`src/sv/nmc_pkg.sv`:
```
// Package for the Niell mapping coefficient block: stage enables, coefficient tables
// in units of 2^-32, and the seasonal cosine ROM built at elaboration.
// Depends on nothing; imported by every module of the block.
package nmc_pkg;

	localparam int NUM_COEF = 3;
	localparam int NUM_ROW = 5;

	// Latitude span between table rows, 15 degrees in Q8.16.
	localparam logic [23:0] LAT_SPAN = 24'd983040;

	localparam longint YEAR_QUARTERS = 64'sd1461;
	localparam longint HALF_PI_Q30 = 64'sd1686629713;
	localparam longint Q30_ONE = 64'sd1073741824;

	// Load enables of the pipeline stages behind the front stage.
	typedef struct packed {
		logic s2;
		logic s3;
		logic s4;
		logic s5;
		logic s6;
		logic s7;
		logic s8;
	} stage_en_t;

	typedef longint coef_tab_t [NUM_COEF][NUM_ROW];
	typedef logic signed [15:0] cos_tab_t [256];

	// Decimal constant given in units of 1e-12, converted to units of 2^-32.
	function automatic longint q32(longint m);
		return (m * 64'sd1048576 + 64'sd122070312) / 64'sd244140625;
	endfunction

	localparam coef_tab_t HYD_AVG = '{
		'{q32(64'sd1276993400), q32(64'sd1268323000), q32(64'sd1246539700),
			q32(64'sd1219604900), q32(64'sd1204599600)},
		'{q32(64'sd2915369500), q32(64'sd2915229900), q32(64'sd2928844500),
			q32(64'sd2902256500), q32(64'sd2902491200)},
		'{q32(64'sd62610505000), q32(64'sd62837393000), q32(64'sd63721774000),
			q32(64'sd63824265000), q32(64'sd64258455000)}
	};

	localparam coef_tab_t HYD_AMP = '{
		'{64'sd0, q32(64'sd12709626), q32(64'sd26523662), q32(64'sd34000452),
			q32(64'sd41202191)},
		'{64'sd0, q32(64'sd21414979), q32(64'sd30160779), q32(64'sd72562722),
			q32(64'sd117233750)},
		'{64'sd0, q32(64'sd90128400), q32(64'sd43497037), q32(64'sd847953480),
			q32(64'sd1703720600)}
	};

	localparam coef_tab_t WET_ROW = '{
		'{q32(64'sd580218970), q32(64'sd567948470), q32(64'sd581180190),
			q32(64'sd597275420), q32(64'sd616416930)},
		'{q32(64'sd1427526800), q32(64'sd1513862500), q32(64'sd1457275200),
			q32(64'sd1500742800), q32(64'sd1759908200)},
		'{q32(64'sd43472961000), q32(64'sd46729510000), q32(64'sd43908931000),
			q32(64'sd44626982000), q32(64'sd54736038000)}
	};

	// Seasonal cosine cos(2*pi*(day-28)/365.25) in Q1.15, by quadrant and Taylor series.
	function automatic logic signed [15:0] season_cos(longint day);
		longint m;
		longint k;
		longint r;
		longint x;
		longint x2;
		longint v;
		longint acc;
		longint mag;
		logic neg;
		m = 64'sd4 * (day - 64'sd28);
		if (m < 0) begin
			m = m + YEAR_QUARTERS;
		end
		m = m % YEAR_QUARTERS;
		k = (64'sd4 * m) / YEAR_QUARTERS;
		r = 64'sd4 * m - k * YEAR_QUARTERS;
		x = (r * HALF_PI_Q30 + YEAR_QUARTERS / 2) / YEAR_QUARTERS;
		x2 = (x * x) >>> 30;
		acc = Q30_ONE;
		if (k == 0 || k == 2) begin
			acc = Q30_ONE - ((x2 * acc) >>> 30) / 64'sd132;
			acc = Q30_ONE - ((x2 * acc) >>> 30) / 64'sd90;
			acc = Q30_ONE - ((x2 * acc) >>> 30) / 64'sd56;
			acc = Q30_ONE - ((x2 * acc) >>> 30) / 64'sd30;
			acc = Q30_ONE - ((x2 * acc) >>> 30) / 64'sd12;
			acc = Q30_ONE - ((x2 * acc) >>> 30) / 64'sd2;
			v = acc;
		end else begin
			acc = Q30_ONE - ((x2 * acc) >>> 30) / 64'sd156;
			acc = Q30_ONE - ((x2 * acc) >>> 30) / 64'sd110;
			acc = Q30_ONE - ((x2 * acc) >>> 30) / 64'sd72;
			acc = Q30_ONE - ((x2 * acc) >>> 30) / 64'sd42;
			acc = Q30_ONE - ((x2 * acc) >>> 30) / 64'sd20;
			acc = Q30_ONE - ((x2 * acc) >>> 30) / 64'sd6;
			v = (x * acc) >>> 30;
		end
		neg = (k == 1 || k == 2);
		mag = (v + 64'sd16384) >>> 15;
		if (mag > 64'sd32767) begin
			mag = 64'sd32767;
		end
		return neg ? 16'(-mag) : 16'(mag);
	endfunction

	// One half of the day ROM: entries base .. base+255, zero past day 366.
	function automatic cos_tab_t build_cos(longint base);
		cos_tab_t tab;
		for (int i = 0; i < 256; i++) begin
			if (base + longint'(i) <= 64'sd366) begin
				tab[i] = season_cos(base + longint'(i));
			end else begin
				tab[i] = '0;
			end
		end
		return tab;
	endfunction

	localparam cos_tab_t COS_LO = build_cos(64'sd0);
	localparam cos_tab_t COS_HI = build_cos(64'sd256);

endpackage

```
`src/sv/nmc_lane.sv`:
```
// One coefficient lane: per-row seasonal correction, linear blend over latitude,
// and rounded division by the row span. Depends on nmc_pkg for the stage enables.
module nmc_lane
	import nmc_pkg::*;
(
	input  logic               clk,
	input  stage_en_t          en,
	input  logic signed [15:0] cs_s1,
	input  logic [19:0]        t_s1,
	input  logic [28:0]        avg0,
	input  logic [28:0]        avg1,
	input  logic [23:0]        amp0,
	input  logic [23:0]        amp1,
	output logic [28:0]        coef
);

	// Reciprocal of 15 scaled by 2^35, exact for every quotient input below 2^31.
	localparam logic [31:0] RECIP15 = 32'd2290649225;
	// Bias that keeps the quotient input non-negative; removed again at the end.
	localparam logic signed [51:0] QBIAS = 52'sd1006632960;
	localparam logic signed [31:0] QBIAS_OUT = 32'sd67108864;

	logic signed [40:0] p0_s2, p1_s2;
	logic [28:0]        avg0_s2, avg1_s2;
	logic [19:0]        t_s2, t_s3, t_s4;
	logic signed [30:0] h0_s3, h1_s3;
	logic signed [30:0] d_s4, v0_s4, v0_s5, v0_s6, v0_s7;
	logic signed [51:0] prod_s5;
	logic [30:0]        u_s6;
	logic [62:0]        qm_s7;

	logic signed [40:0] pr0, pr1;
	logic signed [51:0] ps;
	logic signed [51:0] y;
	logic signed [31:0] res;

	always_comb begin
		pr0 = p0_s2 + 41'sd16384;
		pr1 = p1_s2 + 41'sd16384;
		ps = prod_s5 + 52'sd491520;
		y = (ps >>> 16) + QBIAS;
		res = 32'(v0_s7) + $signed({4'b0, qm_s7[62:35]}) - QBIAS_OUT;
	end

	always_ff @(posedge clk) begin
		if (en.s2) begin
			p0_s2 <= 41'($signed({1'b0, amp0}) * cs_s1);
			p1_s2 <= 41'($signed({1'b0, amp1}) * cs_s1);
			avg0_s2 <= avg0;
			avg1_s2 <= avg1;
			t_s2 <= t_s1;
		end
		if (en.s3) begin
			h0_s3 <= $signed({2'b0, avg0_s2}) + 31'(pr0 >>> 15);
			h1_s3 <= $signed({2'b0, avg1_s2}) + 31'(pr1 >>> 15);
			t_s3 <= t_s2;
		end
		if (en.s4) begin
			d_s4 <= h1_s3 - h0_s3;
			v0_s4 <= h0_s3;
			t_s4 <= t_s3;
		end
		if (en.s5) begin
			prod_s5 <= 52'(d_s4 * $signed({1'b0, t_s4}));
			v0_s5 <= v0_s4;
		end
		if (en.s6) begin
			u_s6 <= 31'(y);
			v0_s6 <= v0_s5;
		end
		if (en.s7) begin
			qm_s7 <= 63'(u_s6 * RECIP15);
			v0_s7 <= v0_s6;
		end
		if (en.s8) begin
			coef <= res[28:0];
		end
	end

endmodule

```
`config.mk`:
```
export PLATFORM = sky130hd
export DESIGN_NAME = nmc_lane
export DESIGN_NICKNAME = d
export VERILOG_FILES = /design/src/sv/nmc_pkg.sv /design/src/sv/nmc_lane.sv
export SDC_FILE = /design/constraint.sdc
export NUM_CORES = 2
export LEC_CHECK = 0
export BUFFER_PORTS_ARGS = -buffer_cell sky130_fd_sc_hd__buf_2
export CORE_MARGIN = 2
export CORE_UTILIZATION = 70
export CTS_BUF_LIST = sky130_fd_sc_hd__clkbuf_8
export CTS_CLUSTER_DIAMETER = 120
export DETAILED_ROUTE_END_ITERATION = 10
export PLACE_DENSITY_LB_ADDON = 0.25
export RECOVER_POWER = 50
export SLEW_MARGIN = 40
export SYNTH_ARGS = -nofsm -noshare
export SYNTH_HDL_FRONTEND = slang
export SYNTH_SLANG_ARGS = --single-unit
```
`constraint.sdc`:
```
create_clock -name clk -period 17.4 [get_ports clk]
set_clock_uncertainty 0.05 [all_clocks]
set_input_delay 1.74 -clock clk [delete_from_list [all_inputs] [get_ports clk]]
set_output_delay 1.74 -clock clk [all_outputs]
set_load 0.03 [all_outputs]
```
==> qor.csv <==
metric,value,unit
status,"finished, violations left",
failed_checks,"capacitance limit, slew limit",
endpoint_kind,flop,
hold_end,t_s4[11],
drt-pass1-iter-count,8,
grt_remaining_overflow,0,
period_share,49.4,%
vias,50200,
drt_iter0_drc,3625,
hold_viol_final,0,
cts.repair.resized,0,
setup_viol,0,
core_area,0.104,mm^2
synth_xor_area_share,3.56,%
final-max-slew-violation-count,225,
path_common_cell,fa_1,
clk_latency,0.74,ns
synthSimpleGateAreaFrac,12.8,%
dp_cells,8592,
cts_tree,done,
drv_cap,4,
h-tree-depth,3,
async_flop_share,0,%
ant_nets,0,
vias_per_cell,5.74,
wl,172,mm
min-delay-start,t_s3[11],
critPathSlowestCell,edfxtp_1,
layout_commonest_cell,inv_1,
grt_pass1_vias,54300,
yosys-top-cells-area,"fa_1, edfxtp_1, ha_1",
mostFrequentLayoutCells,"inv_1, fa_1, nand2_1",
tightest_slew,3.88,ns
ys_types,81,
finish.net_count,9547,
final_core_util,74.5,%
cp_max_fo,20,
hold_path_depth,0,
timing.rr.end,prod_s5[45],
antenna_found_initial,2,
critPathLaunchType,flop,
nFillCells,7246,
syn-cell-area,0.0736,mm^2
period_minus_slack,8.60,ns
cts_root_buffer,clkbuf_8,
cts_buffer_depth,3,
layout_setup_ws,8.80,ns
layoutNonFillerInstCount,8739,
yosys.area_share.adder,49.0,%
hold_path_class,flop to flop,
clkSlewWorstSetupHoldPaths,0.07,ns
slew_headroom,-158,%
die_y,328,um
worstPathRequired,17.81,ns
synthMuxAreaShare,0.0136,%
postCtsHoldBufs,0,
num_rows,118,
critPathMaxStageDelay,0.70,ns
grt_usage,33.2,%
pin_count,179,
netlist.area_leader.share,35.5,%
ys_seq_elements,501,
r2r-start,t_s4[6],
fin_setup_tns,0,ns
wl_per_cell,19.7,um
r2r_cells,27,
die_w,328,um
syn_avg_cell_area,10.2,um^2
fmax,116,MHz
synth-main-ff-cell,edfxtp_1,
syn_nets,9470,
globalplace.congestion,0.968,
synth_compound_gate_area_share,4.57,%
initial_core_util,70.8,%
yosys.area.top_type,fa_1,
path_class,flop to flop,
drc,0,
synthCells,7221,
worst_ep_arrival_time,9.01,ns
drive_gt1_share,4.84,%
die-area,0.108,mm^2
cts-buffers-inserted,77,
grt_first_pass_wirelength,278,mm
grt_max_degree,72,
place_hpwl,133,mm
synth.yosys.seq_area_share,20.4,%
synth_top_family_by_area,adder cells,
reg2reg_slack,8.80,ns
clock_sinks,501,
critPathTopFamily,adder cells,
port-buffer-count,178,
cts_setup_buffers,0,
yosysWarnings,0,
syn2layout_area_growth,5.16,%
crit_buf_inv,5,
rsz0062_at_grt,false,
dp_slack,8.32,ns
synth_edf_count,501,
-- cell type report --
| class | count | area [um^2] | share of cell area, % |
|---|---|---|---|
| antenna | 1 | 2.50 | 0.00323 |
| clock buffer | 77 | 1060 | 1.37 |
| clock inverter | 62 | 500 | 0.646 |
| inverter | 1637 | 6140 | 7.94 |
| multi-input combinational | 4838 | 51500 | 66.5 |
| sequential | 501 | 15000 | 19.4 |
| tap | 1380 | 1730 | 2.23 |
| timing repair buffer | 243 | 1440 | 1.86 |
-- synthesized netlist by cell type (30+ instances only) --
master    number
xnor2_1      215
ha_1         792
fa_1        1307
a21oi_1      148
nor2_1       187
and2_1       603
and3_1        43
clkbuf_1     242
nor3_1        38
nand3_1       68
o21a_1        42
xor2_1        84
nor2b_1       30
nand2_1      837
a21o_1        89
nand2b_1      58
o21ai_0       60
edfxtp_1     501
inv_1       1637
-- routing by layer --
layer  part of all wire, %  GRT usage, %  wire length (um)  up-vias
li1                      -             -                 -    22300
met1                    38          42.3             64600    25100
met2                    49          55.8             84200     2233
met3                   8.3          5.55             14200      508
met4                   5.1          15.6              8850        0
met5                     0             0                 0        -
-- cell families (layout without fill, tap and decap cells) --
group | count (synthesis) | after routing
AOI/OAI and AO/OA | 504 | 504
xor gates and xnor gates | 299 | 299
adders and majority gates | 2099 | 2099
buffers and inverters | 1882 | 2019
DFF | 501 | 501
muxes | 1 | 1
other | 0 | 1
and+or+nand+nor | 1935 | 1935
-- state kept, by name (all words and copies together), names as in the netlist --
name and count:
avg0_s2 29, avg1_s2 29, coef 29, d_s4 31
h0_s3 31, h1_s3 31, p0_s2 27, p1_s2 27
prod_s5 32, qm_s7 28, t_s2 20, t_s3 20
t_s4 20, u_s6 31, v0_s4 29, v0_s5 29
v0_s6 29, v0_s7 29
-- metrics by stage --
| stage | area [um^2] | hold WS [ns] |
|---|---|---|
| 2_1_floorplan | 73600 | 0.350 |
| 3_3_place_gp | 75700 | 0.350 |
| 3_5_place_dp | 75800 | 0.355 |
| 4_1_cts | 77400 | 0.310 |
| 5_1_grt | 77400 | 0.335 |
| 6_report | 77400 | 0.314 |
-- worst max path at each step --
stage / from / to / slack [ns] / cells after the start
2_1_floorplan: cs_s1[7] / p1_s2[40] / 8.99 / 28
3_3_place_gp: cs_s1[2] / p1_s2[40] / 8.20 / 25
3_5_place_dp: cs_s1[1] / p1_s2[40] / 8.32 / 26
4_1_cts: t_s4[6] / prod_s5[45] / 8.97 / 27
5_1_grt: t_s4[6] / prod_s5[45] / 8.51 / 27
6_report: t_s4[6] / prod_s5[45] / 8.80 / 27
Power is not shown: default switching activity piles up to over one toggle a cycle in this logic, so the estimate is an artifact.
